==> src/sv/mdss_pkg.sv <==
`default_nettype none

package mdss_pkg;

  localparam int unsigned SHIFT_BITS_DEF = 16;
  localparam int unsigned DIGIT_COUNT    = 5;
  localparam int unsigned SEG_W          = 16;
  localparam int unsigned DIGIT_W        = 3;
  localparam int unsigned SCAN_W         = 3;
  localparam int unsigned CFG_IDX_W      = 3;

  localparam logic [SCAN_W-1:0] SCAN_LAST = SCAN_W'(5);

  typedef enum logic [1:0] {
    REQ_TICK  = 2'd0,
    REQ_WRITE = 2'd1,
    REQ_CLEAR = 2'd2,
    REQ_NONE  = 2'd3
  } req_code_t;

  typedef struct packed {
    logic [1:0]       req_type;
    logic [2:0]       grid_index;
    logic [SEG_W-1:0] segment_data;
  } in_req_t;

  typedef struct packed {
    logic serial_bit;
    logic latch_strobe;
  } out_res_t;

  // Digit 0 appears twice per frame to even out its brightness.
  function automatic logic [DIGIT_W-1:0] scan_digit(input logic [SCAN_W-1:0] pos);
    logic [DIGIT_W-1:0] d;
    case (pos)
      3'd0:    d = 3'd0;
      3'd1:    d = 3'd0;
      3'd2:    d = 3'd1;
      3'd3:    d = 3'd4;
      3'd4:    d = 3'd2;
      3'd5:    d = 3'd3;
      default: d = 3'd0;
    endcase
    return d;
  endfunction

endpackage

`default_nettype wire

==> src/sv/multiplexed_display_scan_serializer.sv <==
`default_nettype none

// Scan serializer for a multiplexed fluorescent display. Each refresh tick request
// picks the next digit of the scan order 0,0,1,4,2,3, ORs its grid mask with its
// buffered segment word and shifts the result out LSB first, one output request per
// cycle unless out_stall holds it, SHIFT_BITS of them, with latch_strobe set on the
// last one; bits past 15 are zero. A write request stores one buffer word, a clear
// request zeroes the buffer; both finish in the front end and give no output. Ticks
// pass through a two-entry word queue to the shifter, which takes the next word as
// the last bit of the current one goes out; words follow each other without a gap.
module multiplexed_display_scan_serializer #(
  parameter int unsigned SHIFT_BITS = mdss_pkg::SHIFT_BITS_DEF
) (
  input  wire logic                            clk,
  input  wire logic                            rst_n,
  input  wire logic                            in_valid,
  output logic                                 in_stall,
  input  wire mdss_pkg::in_req_t               in_payload,
  output logic                                 out_valid,
  input  wire logic                            out_stall,
  output mdss_pkg::out_res_t                   out_payload,
  input  wire logic                            cfg_wr_en,
  input  wire logic [mdss_pkg::CFG_IDX_W-1:0]  cfg_index,
  input  wire logic [mdss_pkg::SEG_W-1:0]      cfg_wdata
);

  logic                       q_full;
  logic                       q_push;
  logic [mdss_pkg::SEG_W-1:0] push_word;
  logic                       q_pop;
  logic                       q_valid;
  logic [mdss_pkg::SEG_W-1:0] q_word;

  mdss_front u_front (
    .clk        (clk),
    .rst_n      (rst_n),
    .in_valid   (in_valid),
    .in_stall   (in_stall),
    .in_payload (in_payload),
    .cfg_wr_en  (cfg_wr_en),
    .cfg_index  (cfg_index),
    .cfg_wdata  (cfg_wdata),
    .q_full     (q_full),
    .q_push     (q_push),
    .q_word     (push_word)
  );

  mdss_queue u_queue (
    .clk       (clk),
    .rst_n     (rst_n),
    .push      (q_push),
    .push_word (push_word),
    .full      (q_full),
    .pop       (q_pop),
    .q_valid   (q_valid),
    .q_word    (q_word)
  );

  mdss_back #(
    .SHIFT_BITS (SHIFT_BITS)
  ) u_back (
    .clk         (clk),
    .rst_n       (rst_n),
    .q_valid     (q_valid),
    .q_word      (q_word),
    .pop         (q_pop),
    .out_valid   (out_valid),
    .out_stall   (out_stall),
    .out_payload (out_payload)
  );

endmodule

`default_nettype wire

==> src/sv/mdss_front.sv <==
`default_nettype none

module mdss_front (
  input  wire logic                             clk,
  input  wire logic                             rst_n,
  input  wire logic                             in_valid,
  output logic                                  in_stall,
  input  wire mdss_pkg::in_req_t                in_payload,
  input  wire logic                             cfg_wr_en,
  input  wire logic [mdss_pkg::CFG_IDX_W-1:0]   cfg_index,
  input  wire logic [mdss_pkg::SEG_W-1:0]       cfg_wdata,
  input  wire logic                             q_full,
  output logic                                  q_push,
  output logic [mdss_pkg::SEG_W-1:0]            q_word
);

  logic [mdss_pkg::SEG_W-1:0]  grid_mask_r [mdss_pkg::DIGIT_COUNT];
  logic [mdss_pkg::SEG_W-1:0]  seg_buf_r   [mdss_pkg::DIGIT_COUNT];
  logic [mdss_pkg::SCAN_W-1:0] scan_pos_r;
  logic [mdss_pkg::SCAN_W-1:0] scan_pos_nxt;
  logic [mdss_pkg::DIGIT_W-1:0] digit;
  logic                        accept;
  logic                        is_tick;
  logic                        is_write;
  logic                        is_clear;

  assign in_stall = q_full;
  assign accept   = in_valid && !q_full;
  assign is_tick  = accept && (in_payload.req_type == mdss_pkg::REQ_TICK);
  assign is_write = accept && (in_payload.req_type == mdss_pkg::REQ_WRITE);
  assign is_clear = accept && (in_payload.req_type == mdss_pkg::REQ_CLEAR);

  assign digit  = mdss_pkg::scan_digit(scan_pos_r);
  assign q_push = is_tick;
  assign q_word = grid_mask_r[digit] | seg_buf_r[digit];

  always_comb begin
    if (scan_pos_r >= mdss_pkg::SCAN_LAST) begin
      scan_pos_nxt = '0;
    end else begin
      scan_pos_nxt = scan_pos_r + 1'b1;
    end
  end

  always_ff @(posedge clk) begin
    if (!rst_n) begin
      scan_pos_r <= '0;
      for (int i = 0; i < mdss_pkg::DIGIT_COUNT; i++) begin
        grid_mask_r[i] <= '0;
        seg_buf_r[i]   <= '0;
      end
    end else begin
      if (is_tick) begin
        scan_pos_r <= scan_pos_nxt;
      end
      if (cfg_wr_en && (cfg_index < mdss_pkg::CFG_IDX_W'(mdss_pkg::DIGIT_COUNT))) begin
        grid_mask_r[cfg_index] <= cfg_wdata;
      end
      if (is_clear) begin
        for (int i = 0; i < mdss_pkg::DIGIT_COUNT; i++) begin
          seg_buf_r[i] <= '0;
        end
      end else if (is_write &&
                   (in_payload.grid_index < mdss_pkg::DIGIT_W'(mdss_pkg::DIGIT_COUNT))) begin
        seg_buf_r[in_payload.grid_index] <= in_payload.segment_data;
      end
    end
  end

endmodule

`default_nettype wire

==> src/sv/mdss_queue.sv <==
`default_nettype none

module mdss_queue (
  input  wire logic                        clk,
  input  wire logic                        rst_n,
  input  wire logic                        push,
  input  wire logic [mdss_pkg::SEG_W-1:0]  push_word,
  output logic                             full,
  input  wire logic                        pop,
  output logic                             q_valid,
  output logic [mdss_pkg::SEG_W-1:0]       q_word
);

  logic [mdss_pkg::SEG_W-1:0] mem_r [2];
  logic       wr_ptr_r;
  logic       rd_ptr_r;
  logic [1:0] count_r;
  logic [1:0] count_nxt;

  assign full    = (count_r == 2'd2);
  assign q_valid = (count_r != 2'd0);
  assign q_word  = mem_r[rd_ptr_r];

  always_comb begin
    count_nxt = count_r;
    if (push && !pop) begin
      count_nxt = count_r + 2'd1;
    end else if (pop && !push) begin
      count_nxt = count_r - 2'd1;
    end
  end

  always_ff @(posedge clk) begin
    if (push) begin
      mem_r[wr_ptr_r] <= push_word;
    end
  end

  always_ff @(posedge clk) begin
    if (!rst_n) begin
      wr_ptr_r <= 1'b0;
      rd_ptr_r <= 1'b0;
      count_r  <= 2'd0;
    end else begin
      if (push) begin
        wr_ptr_r <= ~wr_ptr_r;
      end
      if (pop) begin
        rd_ptr_r <= ~rd_ptr_r;
      end
      count_r <= count_nxt;
    end
  end

endmodule

`default_nettype wire

==> src/sv/mdss_back.sv <==
`default_nettype none

module mdss_back #(
  parameter int unsigned SHIFT_BITS = mdss_pkg::SHIFT_BITS_DEF
) (
  input  wire logic                        clk,
  input  wire logic                        rst_n,
  input  wire logic                        q_valid,
  input  wire logic [mdss_pkg::SEG_W-1:0]  q_word,
  output logic                             pop,
  output logic                             out_valid,
  input  wire logic                        out_stall,
  output mdss_pkg::out_res_t               out_payload
);

  localparam int unsigned CNT_W = (SHIFT_BITS > 1) ? $clog2(SHIFT_BITS) : 1;
  localparam logic [CNT_W-1:0] CNT_LAST = CNT_W'(SHIFT_BITS - 1);

  logic [mdss_pkg::SEG_W-1:0] shift_r;
  logic [CNT_W-1:0]           cnt_r;
  logic                       busy_r;
  logic                       out_valid_r;
  mdss_pkg::out_res_t         out_payload_r;
  logic                       advance;
  logic                       emit;
  logic                       last;

  assign advance = !out_valid_r || !out_stall;
  assign emit    = busy_r && advance;
  assign last    = (cnt_r == CNT_LAST);
  // A new word is taken when idle, or as the final bit of the current one goes out.
  assign pop     = q_valid && (!busy_r || (emit && last));

  assign out_valid   = out_valid_r;
  assign out_payload = out_payload_r;

  always_ff @(posedge clk) begin
    if (emit) begin
      out_payload_r.serial_bit   <= shift_r[0];
      out_payload_r.latch_strobe <= last;
    end
    if (pop) begin
      shift_r <= q_word;
    end else if (emit) begin
      // Zeros fill in from the top, so positions past bit 15 shift out zero.
      shift_r <= shift_r >> 1;
    end
  end

  always_ff @(posedge clk) begin
    if (!rst_n) begin
      busy_r      <= 1'b0;
      cnt_r       <= '0;
      out_valid_r <= 1'b0;
    end else begin
      if (advance) begin
        out_valid_r <= emit;
      end
      if (pop) begin
        busy_r <= 1'b1;
        cnt_r  <= '0;
      end else if (emit) begin
        if (last) begin
          busy_r <= 1'b0;
        end
        cnt_r <= cnt_r + 1'b1;
      end
    end
  end

endmodule

`default_nettype wire

==> config.mk <==
export PLATFORM = sky130hd
export DESIGN_NAME = multiplexed_display_scan_serializer
export DESIGN_NICKNAME = d
export VERILOG_FILES = /design/src/sv/mdss_pkg.sv /design/src/sv/multiplexed_display_scan_serializer.sv /design/src/sv/mdss_front.sv /design/src/sv/mdss_queue.sv /design/src/sv/mdss_back.sv
export SDC_FILE = /design/constraint.sdc
export NUM_CORES = 1
export LEC_CHECK = 0
export BUFFER_PORTS_ARGS = -buffer_cell sky130_fd_sc_hd__clkbuf_2
export CAP_MARGIN = 25
export CELL_PAD_IN_SITES_DETAIL_PLACEMENT = 1
export CELL_PAD_IN_SITES_GLOBAL_PLACEMENT = 2
export CORE_UTILIZATION = 40
export DETAILED_ROUTE_END_ITERATION = 8
export PLACE_DENSITY = 0.8
export SETUP_SLACK_MARGIN = 0.15
export SYNTH_ARGS = -nofsm -noshare
export SYNTH_HDL_FRONTEND = slang
export SYNTH_SLANG_ARGS = --single-unit
==> constraint.sdc <==
create_clock -name clk -period 5.6 [get_ports clk]
set_input_delay 0.56 -clock clk [delete_from_list [all_inputs] [get_ports clk]]
set_output_delay 0.56 -clock clk [all_outputs]
set_load 0.005 [all_outputs]
### Word level (Yosys, flattened, before mapping)

Memories as Yosys holds them, arrays and structs flattened. A register that Yosys moved wholly into a read port is not among the register bits.
Cells that the tools add are included.

| word-level totals | value |
|---|---|
| register bits | 31 |
| bits in latches | 0 |
| bits in writable memories | 192 |
| ROM bits | 0 |
| input bits | 45 |
| output and inout bits | 4 |
| word-level logic and storage cells | 100 |
| memories kept | 3 |

| operators by class | value |
|---|---|
| add/subtract/negate cells | 4 |
| multiply operators | 0 |
| divide/modulo/power cells | 0 |
| order comparisons | 3 |
| equality and inequality tests | 8 |
| shifts and indexed selects | 0 |
| multiplexer cells | 35 |
| bitwise gates (word level) | 9 |
| reductions and logical operators | 28 |

Memories:

| name | depth | bits a word | rd ports | clocked after memory_dff | wr ports | RTL line | RTL |
|---|---|---|---|---|---|---|---|
| u_front.grid_mask_r | 5 | 16 | 1 | 0 | 5 | mdss_front.sv:17 | `logic [mdss_pkg::SEG_W-1:0] grid_mask_r [mdss_pkg::DIGIT_COUNT];` |
| u_front.seg_buf_r | 5 | 16 | 1 | 0 | 5 | mdss_front.sv:18 | `logic [mdss_pkg::SEG_W-1:0] seg_buf_r [mdss_pkg::DIGIT_COUNT];` |
| u_queue.mem_r | 2 | 16 | 1 | 1 | 1 | mdss_queue.sv:14 | `logic [mdss_pkg::SEG_W-1:0] mem_r [2];` |

Operator list:

| operator | count |
|---|---|
| $mux W16 | 9 |
| $reduce_or A16 Y1 | 2 |
| $mux W1 | 20 |
| $or A16 B16 Y16 | 1 |
| $pmux W3 S4 | 1 |
| $logic_and A1 B1 Y1 | 11 |
| $mux W3 | 3 |
| $reduce_bool A2 Y1 | 4 |
| $eq A3 B2 Y1 const B | 2 |
| $eq A3 B3 Y1 const B | 2 |
| $logic_not A1 Y1 | 6 |
| $lt A3 B3 Y1 const B | 2 |
| $or A1 B1 Y1 | 5 |
| $add A4 B1 Y4 const B | 1 |
| $eq A2 B2 Y1 const B | 2 |
| $eq A4 B4 Y1 const B | 1 |
| $mux W2 | 2 |
| $add A3 B1 Y3 const B | 1 |
| $ge A3 B3 Y1 const B | 1 |
| $not A1 Y1 | 3 |
| $add A2 B1 Y2 const B | 1 |
| $eq A2 B1 Y1 const B | 1 |
| $logic_not A2 Y1 | 1 |
| $logic_or A1 B1 Y1 | 2 |
| other kinds (3) | 3 |

### Longest topological paths before layout

Gate-level depths: netlist of the first run.

| logic depth | value |
|---|---|
| depth after elaboration | 11 |
| depth in mapped cells | 9 |
| gate-level depth less buffers | 8 |

### By module

A second synthesis of the first run with hierarchy kept.

| second synthesis, totals | value |
|---|---|
| cells, all modules | 856 |
| area total of the unflattened synthesis | 12874.8 µm² |

By module, submodules not included:

| module | times used | cells an instance | area each (µm²) | sequential area each (µm²) |
|---|---|---|---|---|
| mdss_front | 1 | 718 | 10396.2 | 7747.4 |
| mdss_queue | 1 | 72 | 1375.1 | 1061.0 |
| mdss_back | 1 | 66 | 1103.6 | 660.6 |

### Worst setup path after synthesis of the first run

No wires, ideal clock.

| path | value |
|---|---|
| kind | input to register |
| from | input in_payload[20] (netlist name) |
| to | memory u_front.seg_buf_r[2][0] (netlist name), enable pin |
| data arrival time | 2.547 ns |
| required time | 5.189 ns |
| path slack | 2.641 ns |
| cell stages on the path | 3 |
| path buffers | 0 |
| cell sequence | nand3b_1 or4b_4 o21ai_0 |

RTL lines:

| item | RTL line | RTL |
|---|---|---|
| start, declared | multiplexed_display_scan_serializer.sv:18 | `input wire mdss_pkg::in_req_t in_payload,` |
| end, declared | mdss_front.sv:18 |  |

==> results of run 1 <==
-- cell usage after synthesis, drive strengths merged --
library cell	number
edfxtp	306
nor3	194
and2	147
mux2	31
clkbuf	29
and3	21
or4	16
dfxtp	14
buf	11
nand2b	10
nor2	9
o21ai	8
ha	7
nand2	7
mux2i	6
nor2b	6
a21boi	5
inv	5
nor4b	3
o21a	3
xnor2	3
nand3	2
nand3b	2
nor3b	2
xor2	2
conb	1
nand4	1
nand4b	1
o21bai	1
o31a	1
or2	1
or3	1
or4b	1
-- cell families after synthesis --
| kind of cell | share of synthesized area, % |
|---|---|
| compound gates | 0.9108 |
| xor+xnor | 0.3428 |
| fa+ha+maj | 0.6855 |
| buf+inv | 1.538 |
| flops | 74.12 |
| mux | 3.202 |
| other cells | 0.02935 |
| simple gates | 19.18 |
-- where the power goes --
group | leakage, nW | total [W] | switching [W] | internal, W
logic | 1.85 | 0.000530 | 0.000293 | 0.000237
registers | 3.12 | 0.00301 | 0.000101 | 0.00291
clock network | 0.486 | 0.00206 | 0.000900 | 0.00116
-- critical path, cell delays in order --
cell	delay, ns
clkbuf_2	0.40
nand3b_1	0.32
nor4b_4	0.91
and3_1	0.57
nand2b_1	0.69
-- state kept, by name, indices dropped and copies added, names as in the netlist, 2 cells and up, named ones only --
register,count
u_front.grid_mask_r,128
u_front.seg_buf_r,128
u_queue.mem_r,32
u_back.shift_r,16
u_back.cnt_r,4
u_front.scan_pos_r,3
u_back.out_payload,2
u_queue.count_r,2
-- cell type report --
class | instances | area, um2 | share of cell area, %
clock buffer | 47 | 920.9 | 6.161
clock inverter | 16 | 86.33 | 0.5776
inverter | 5 | 18.77 | 0.1256
multi-input combinational | 587 | 3513 | 23.50
sequential | 320 | 9469 | 63.35
tap | 402 | 503.0 | 3.365
timing repair buffer | 68 | 436.7 | 2.921
-- layer usage --
layer / up-vias / global-route usage, %
li1: 3442 / -
met1: 3812 / 24.23
met2: 148 / 32.79
met3: 52 / 2.983
met4: 0 / 6.120
met5: - / 0
-- through the flow --
step / area [um2] / hold WS, ns
after floorplan: 13130 / 0.4003
after global placement: 13840 / 0.4030
after detailed placement: 13910 / 0.4063
after CTS: 14920 / 0.3212
after global routing: 14950 / 0.3344
final: 14950 / 0.3386
-- final timing paths --
check,slack (ns),cells after the start,to
min reg2reg,0.42,0,u_back.out_payload[1]
max,2.26,5,u_front.seg_buf_r[3][7]
max reg2reg,2.36,4,u_front.seg_buf_r[3][7]
min,0.34,1,u_front.grid_mask_r[5][11]
==> results.toml, run 1 <==
[layout]
final_util_pct = 47.49
layout_commonest_cell = "edfxtp_1"
area_delta_synth_final_pct = 17.00
num_antenna_cells = 0
nFillCells = 3136
layout-drive-gt1-share_pct = 15.05
instances_no_fill = 1445
fin_nets = 1069
most-common-layout-cells = "306 x edfxtp_1, 192 x nor3_1, 147 x and2_1"

[floorplan]
die_area_mm2 = 0.03266
ios = 49
die_h_um = 180.7
start_util_pct = 40.59
die_w_um = 180.7
core_area_mm2 = 0.03147
num_rows = 65

[yosys]
yosysUniqueCellTypes = 43
syn_avg_cell_area_um2 = 14.91
ys_ff_latch = 320
yosysTopAreaCell = "edfxtp_1"
ys_seq_area_share_pct = 74.12
synth.top_cell.area_share_pct = 71.92
syn_area_mm2 = 0.01278
syn_inst = 857
netlist_top_cells_area = "edfxtp_1 72%, nor3_1 7.6%, and2_1 7.2%"
ys_warn_count = 0

[min_path]
min_path_type = "primary input to flip-flop"
hp-start = "cfg_wdata[11]"

[route]
vias = 7454
dr.pass1.iters = 5
met3_length_um = 1308
dr.max_layer_used = "met4"
met1Wirelength_um = 12980
viasPerCell = 5.158
drt_iter0_drc = 509
ant_nets = 0
wl_um = 30110
drcViolationCount = 0
wl_met2_um = 15130
routedWlPerCell_um = 20.84

[global_route]
gr-total-overflow = 0
grt_pass1_wl_um = 46170
grt_max_degree = 65
antenna_found_initial = 0
grt_pass1_vias = 8029
grt_util_all_layers_pct = 18.91

[cts]
post_cts_buffers = 0
cts_max_level = 2
clk_latency_ns = 0.51
cts_buffers = 35
cts_hold_buffers = 0
ctsLongestPathBuffers = 3
root_buffer = "clkbuf_16"
cts_resized = 0
tritoncts = "done"
clock_sinks = 320
clk_pin_slew_ns = 0.06

[timing]
final.period_utilization_pct = 59.65
fmaxAchievable_ghz = 0.2994
worst_slack_ns = 2.260
rsz0062_at_grt = "no"
slew_viol_final = 0
hold_violations = 0
finalCriticalPeriod_ns = 3.340
clock_skew_ns = 0.01298
finalSetupTns_ns = 0
setup_viol = 0
slew_headroom_pct = 30.85
worstMarginPinSlew_ns = 1.036

[power_and_ir_drop]
ir_drop_mv = 0.1749
power.total_w = 0.005605
cellPowerDensity_mw_per_mm2 = 375.0
p_leak_nw = 5.455

[setup_path]
required_ns = 5.74
cp-end-kind = "flip-flop"
path_max_fanout = 23
timing.rr.start = "u_queue.count_r[0]"
start_kind = "primary input"
crit_path_start = "rst_n"
arrival_ns = 3.48
path_class = "primary input to flip-flop"

[place]
dp_cells = 1380
io_buffers = 48
dp_hpwl_um = 19280
gp_congestion = 0.7587
dpl_worst_slack_ns = 1.723

[job]
drv_cap = 0

[status]
status = "completed"
Note: power is estimated with default switching activity, not from simulation.
==> inputs of run 2 (changes only) <==
--- a/config.mk
+++ b/config.mk
@@ -11,7 +11,7 @@
 export CELL_PAD_IN_SITES_GLOBAL_PLACEMENT = 2
 export CORE_UTILIZATION = 40
 export DETAILED_ROUTE_END_ITERATION = 8
-export PLACE_DENSITY = 0.8
+export PLACE_DENSITY = 0.83
 export SETUP_SLACK_MARGIN = 0.15
 export SYNTH_ARGS = -nofsm -noshare
 export SYNTH_HDL_FRONTEND = slang
==> constraint.sdc (replaced) <==
create_clock -name clk -period 2.7 [get_ports clk]
set_input_delay 0.27 -clock clk [delete_from_list [all_inputs] [get_ports clk]]
set_output_delay 0.27 -clock clk [all_outputs]
set_load 0.005 [all_outputs]
==> results.toml, run 2 (same netlist as run 1, synthesis figures left out) <==
[status]
status = "completed"

[route]
drt_iter0_drc = 546
wl_um = 31850
drcViolationCount = 0
ant_nets = 0
vias = 7531
dr.pass1.iters = 4
routedWlPerCell_um = 21.83
viasPerCell = 5.162

[min_path]
hp-start = "cfg_wdata[0]"
min_path_type = "primary input to flip-flop"

[place]
gp_congestion = 0.7378
dp_hpwl_um = 19390
dpl_worst_slack_ns = 0.2742
io_buffers = 48

[global_route]
gr-total-overflow = 0
grt_pass1_wl_um = 48170
antenna_found_initial = 0
grt_util_all_layers_pct = 20.04
grt_pass1_vias = 8070
grt_max_degree = 65

[floorplan]
num_rows = 65
die_area_mm2 = 0.03266
ios = 49
die_w_um = 180.7
die_h_um = 180.7
start_util_pct = 40.59
core_area_mm2 = 0.03147

[setup_path]
start_kind = "flip-flop"
reg2reg_slack_ns = 0.28
arrival_ns = 2.65
cp-end-kind = "flip-flop"
path_class = "flip-flop to flip-flop"
required_ns = 2.93
path_max_fanout = 64
timing.rr.start = "u_front.scan_pos_r[1]"
crit_path_start = "u_front.scan_pos_r[1]"

[timing]
clock_skew_ns = 0.01462
fmaxAchievable_ghz = 0.4134
rsz0062_at_grt = "no"
finalCriticalPeriod_ns = 2.419
setup_viol = 0
slew_headroom_pct = 49.98
final.period_utilization_pct = 89.60
hold_violations = 0
worstMarginPinSlew_ns = 0.7488
finalSetupTns_ns = 0
worst_slack_ns = 0.2808
hold_ws_ns = 0.06170
slew_viol_final = 0

[layout]
most-common-layout-cells = "306 x edfxtp_1, 192 x nor3_1, 147 x and2_1"
nFillCells = 3125
largestRegisters = "u_front.grid_mask_r x128, u_front.seg_buf_r x128, u_queue.mem_r x32"
num_antenna_cells = 0
layout_commonest_cell = "edfxtp_1"
fin_nets = 1089
area_delta_synth_final_pct = 18.28
layout-drive-gt1-share_pct = 16.65

[power_and_ir_drop]
cellPowerDensity_mw_per_mm2 = 783.4
p_leak_nw = 5.567
ir_drop_mv = 0.4156
power.total_w = 0.01184

[cts]
root_buffer = "clkbuf_16"
clock_sinks = 320
clk_pin_slew_ns = 0.06
cts_max_level = 2
clk_latency_ns = 0.51
ctsLongestPathBuffers = 3
tritoncts = "done"
cts_buffers = 35

[job]
drv_cap = 0
[run 2: changes by cell type in the layout (fill, tap and decap cells not counted), sizes merged]
cell      previous run  this run
inv                  9         6
bufinv               0         2
clkbuf              95        92
clkinv              11        10
clkinvlp             1         0
buf                 20        40
[run 2: layout make-up]
class | count | area [um2] | share of cell area (%)
sequential | 320 | 9469 | 62.66
clock inverter | 13 | 108.9 | 0.7203
inverter | 5 | 18.77 | 0.1242
tap | 402 | 503.0 | 3.328
multi-input combinational | 587 | 3515 | 23.26
timing repair buffer | 88 | 578.1 | 3.825
clock buffer | 44 | 919.6 | 6.085
[run 2: what timing repair did]
| action | in CTS | in global routing |
|---|---|---|
| resized for setup | 0 | 1 |
| buffers inserted | 0 | 0 |
| setup endpoints to repair | 0 | 11 |
| hold endpoints to repair | 0 | 0 |
| hold buffers | 0 | 0 |
[run 2: critical path, cell delays in order, from the launching register on]
cell     delay, ns
dfxtp_1       0.40
inv_1         0.09
ha_1          0.26
o21a_2        0.25
buf_12        0.21
nor3_1        0.27
nor3_1        0.11
or4_1         0.53
[run 2: worst paths after layout]
kind         depth (start not counted)                         to
max reg2reg                          7        u_queue.mem_r[0][8]
max                                  7        u_queue.mem_r[0][8]
min                                  1  u_front.grid_mask_r[7][0]
min reg2reg                          0      u_back.out_payload[1]
[run 2: power breakdown]
group / internal, W / switching [W] / total [W] / leakage [nW]
Combinational: 0.000500 / 0.000737 / 0.00124 / 1.95
Sequential: 0.00604 / 0.000176 / 0.00622 / 3.12
Clock: 0.00258 / 0.00180 / 0.00438 / 0.501
[run 2: metrics by stage]
step / util (%) / instances / area [um2]
after floorplan: - / 952 / 13130
after global placement: 44.73 / 1402 / 14080
after detailed placement: 44.73 / 1402 / 14080
after CTS: 48.00 / 1459 / 15110
after global routing: 48.01 / 1459 / 15110
final: 48.01 / 1459 / 15110
[run 2: layer usage]
metal	track usage, %	up-vias	wire, um
met1	24.94	3807	13040
met5	0	-	0
li1	-	3467	-
met2	35.77	205	16370
met3	3.205	52	1704
met4	5.983	0	741
==> inputs of run 3 (changes only) <==
==> constraint.sdc (replaced) <==
create_clock -name clk -period 2.7 [get_ports clk]
set_input_delay 0.135 -clock clk [delete_from_list [all_inputs] [get_ports clk]]
set_output_delay 0.135 -clock clk [all_outputs]
set_load 0.005 [all_outputs]
==> results.toml, run 3 (same netlist as run 1, synthesis figures left out) <==
[layout]
final_util_pct = 49.12
finalInstanceArea_mm2 = 0.01546
layout-drive-gt1-share_pct = 16.36
fin_nets = 1122
area_delta_synth_final_pct = 21.00
num_antenna_cells = 0
largestRegisters = "u_front.grid_mask_r x128, u_front.seg_buf_r x128, u_queue.mem_r x32"
layout_commonest_cell = "edfxtp_1"
most-common-layout-cells = "306 x edfxtp_1, 191 x nor3_1, 147 x and2_1"

[timing]
worstMarginPinSlew_ns = 0.7623
hold_violations = 0
clock_skew_ns = 0.007379
slew_headroom_pct = 49.08
worst_slack_ns = 0.2840
rsz0062_at_grt = "no"
fmaxAchievable_ghz = 0.4139
setup_viol = 0
slew_viol_final = 0
finalSetupTns_ns = 0
finalCriticalPeriod_ns = 2.416
final.period_utilization_pct = 89.48

[global_route]
antenna_found_initial = 1
grt_util_all_layers_pct = 20.31
grt_pass1_wl_um = 49060
grt_max_degree = 65
grt_pass1_vias = 8345
gr-total-overflow = 0

[setup_path]
timing.rr.start = "u_front.scan_pos_r[1]"
required_ns = 2.94
path_class = "flip-flop to flip-flop"
crit_path_start = "u_front.scan_pos_r[1]"
path_max_fanout = 64
cp-end-kind = "flip-flop"
start_kind = "flip-flop"
arrival_ns = 2.65

[place]
dpl_worst_slack_ns = 0.2926
place_area_mm2 = 0.01407
io_buffers = 48
gp_congestion = 0.7363
dp_hpwl_um = 19550

[power_and_ir_drop]
ir_drop_mv = 0.4776
cellPowerDensity_mw_per_mm2 = 770.8
power.total_w = 0.01192
p_leak_nw = 5.716

[cts]
post_cts_buffers = 0
cts_max_level = 2
clock_sinks = 320
tritoncts = "done"
cts_buffers = 34
ctsLongestPathBuffers = 3
clk_pin_slew_ns = 0.06
clk_latency_ns = 0.50
root_buffer = "clkbuf_16"

[route]
ant_nets = 0
viasPerCell = 5.223
vias = 7813
wl_um = 32450
routedWlPerCell_um = 21.69
dr.pass1.iters = 5
drt_iter0_drc = 514
drcViolationCount = 0

[floorplan]
start_util_pct = 40.59
core_area_mm2 = 0.03147
die_h_um = 180.7
die_w_um = 180.7
die_area_mm2 = 0.03266
ios = 49
num_rows = 65

[job]
drv_cap = 0

[min_path]
min_path_type = "primary input to flip-flop"
hp-start = "rst_n"

[status]
status = "completed"
run 3: cell types whose count changed in the layout (fill, tap and decap cells not counted), moves of 2 or more:
cell / delta
clkbuf_1: +3
clkbuf_16: +2
clkinv_1: -2
clkinv_2: +3
dlygate4sd3_1: +33
run 3: area by class of cell:
type                       count  area [um2]
clock buffer                  48       967.2
clock inverter                12       77.57
fill                        3123       16020
inverter                       5       18.77
multi-input combinational    587        3516
sequential                   320        9469
tap                          402       503.0
timing repair buffer         122       907.1
run 3: critical path: stages, from the launching register on:
cell and delay, ns:
dfxtp_1 0.40, inv_1 0.09, ha_1 0.27, o21a_2 0.26
buf_12 0.20, nor3_1 0.25, nor3_1 0.08, or4_1 0.54
run 3: per-layer routing:
metal | vias to the layer above | wire (um) | part of all wire [%] | global-route usage, %
met5 | - | 0 | 0 | 0
met4 | 0 | 862 | 2.7 | 6.291
met3 | 55 | 1308 | 4.0 | 2.782
met2 | 187 | 16860 | 52 | 36.88
met1 | 4036 | 13420 | 41 | 24.94
li1 | 3535 | - | - | -
run 3: final timing paths:
check,to,slack (ns),depth (start not counted)
setup / recovery,u_queue.mem_r[1][0],0.28,7
hold / removal,u_queue.wr_ptr_r,0.10,3
hold reg to reg,u_back.out_payload[1],0.46,0
setup reg to reg,u_queue.mem_r[1][0],0.28,7
run 3: stage by stage:
step / instances / hold slack [ns]
floorplan: 952 / 0.2339
global placement: 1403 / 0.4261
detailed placement: 1403 / 0.4438
CTS: 1496 / 0.08682
global route: 1496 / 0.1118
finish: 1496 / 0.1021
run 3: repair_timing:
action | in CTS | in global routing
hold endpoints to repair | 97 | 0
setup endpoints to repair | 0 | 2
hold buffers | 33 | 0
gates resized for setup | 0 | 2
run 3: report_power, final:
part	internal (W)	switching (W)	leakage, nW
logic	0.000530	0.000752	2.08
clock network	0.00259	0.00182	0.512
registers	0.00604	0.000180	3.12
total	0.00916	0.00276	5.72
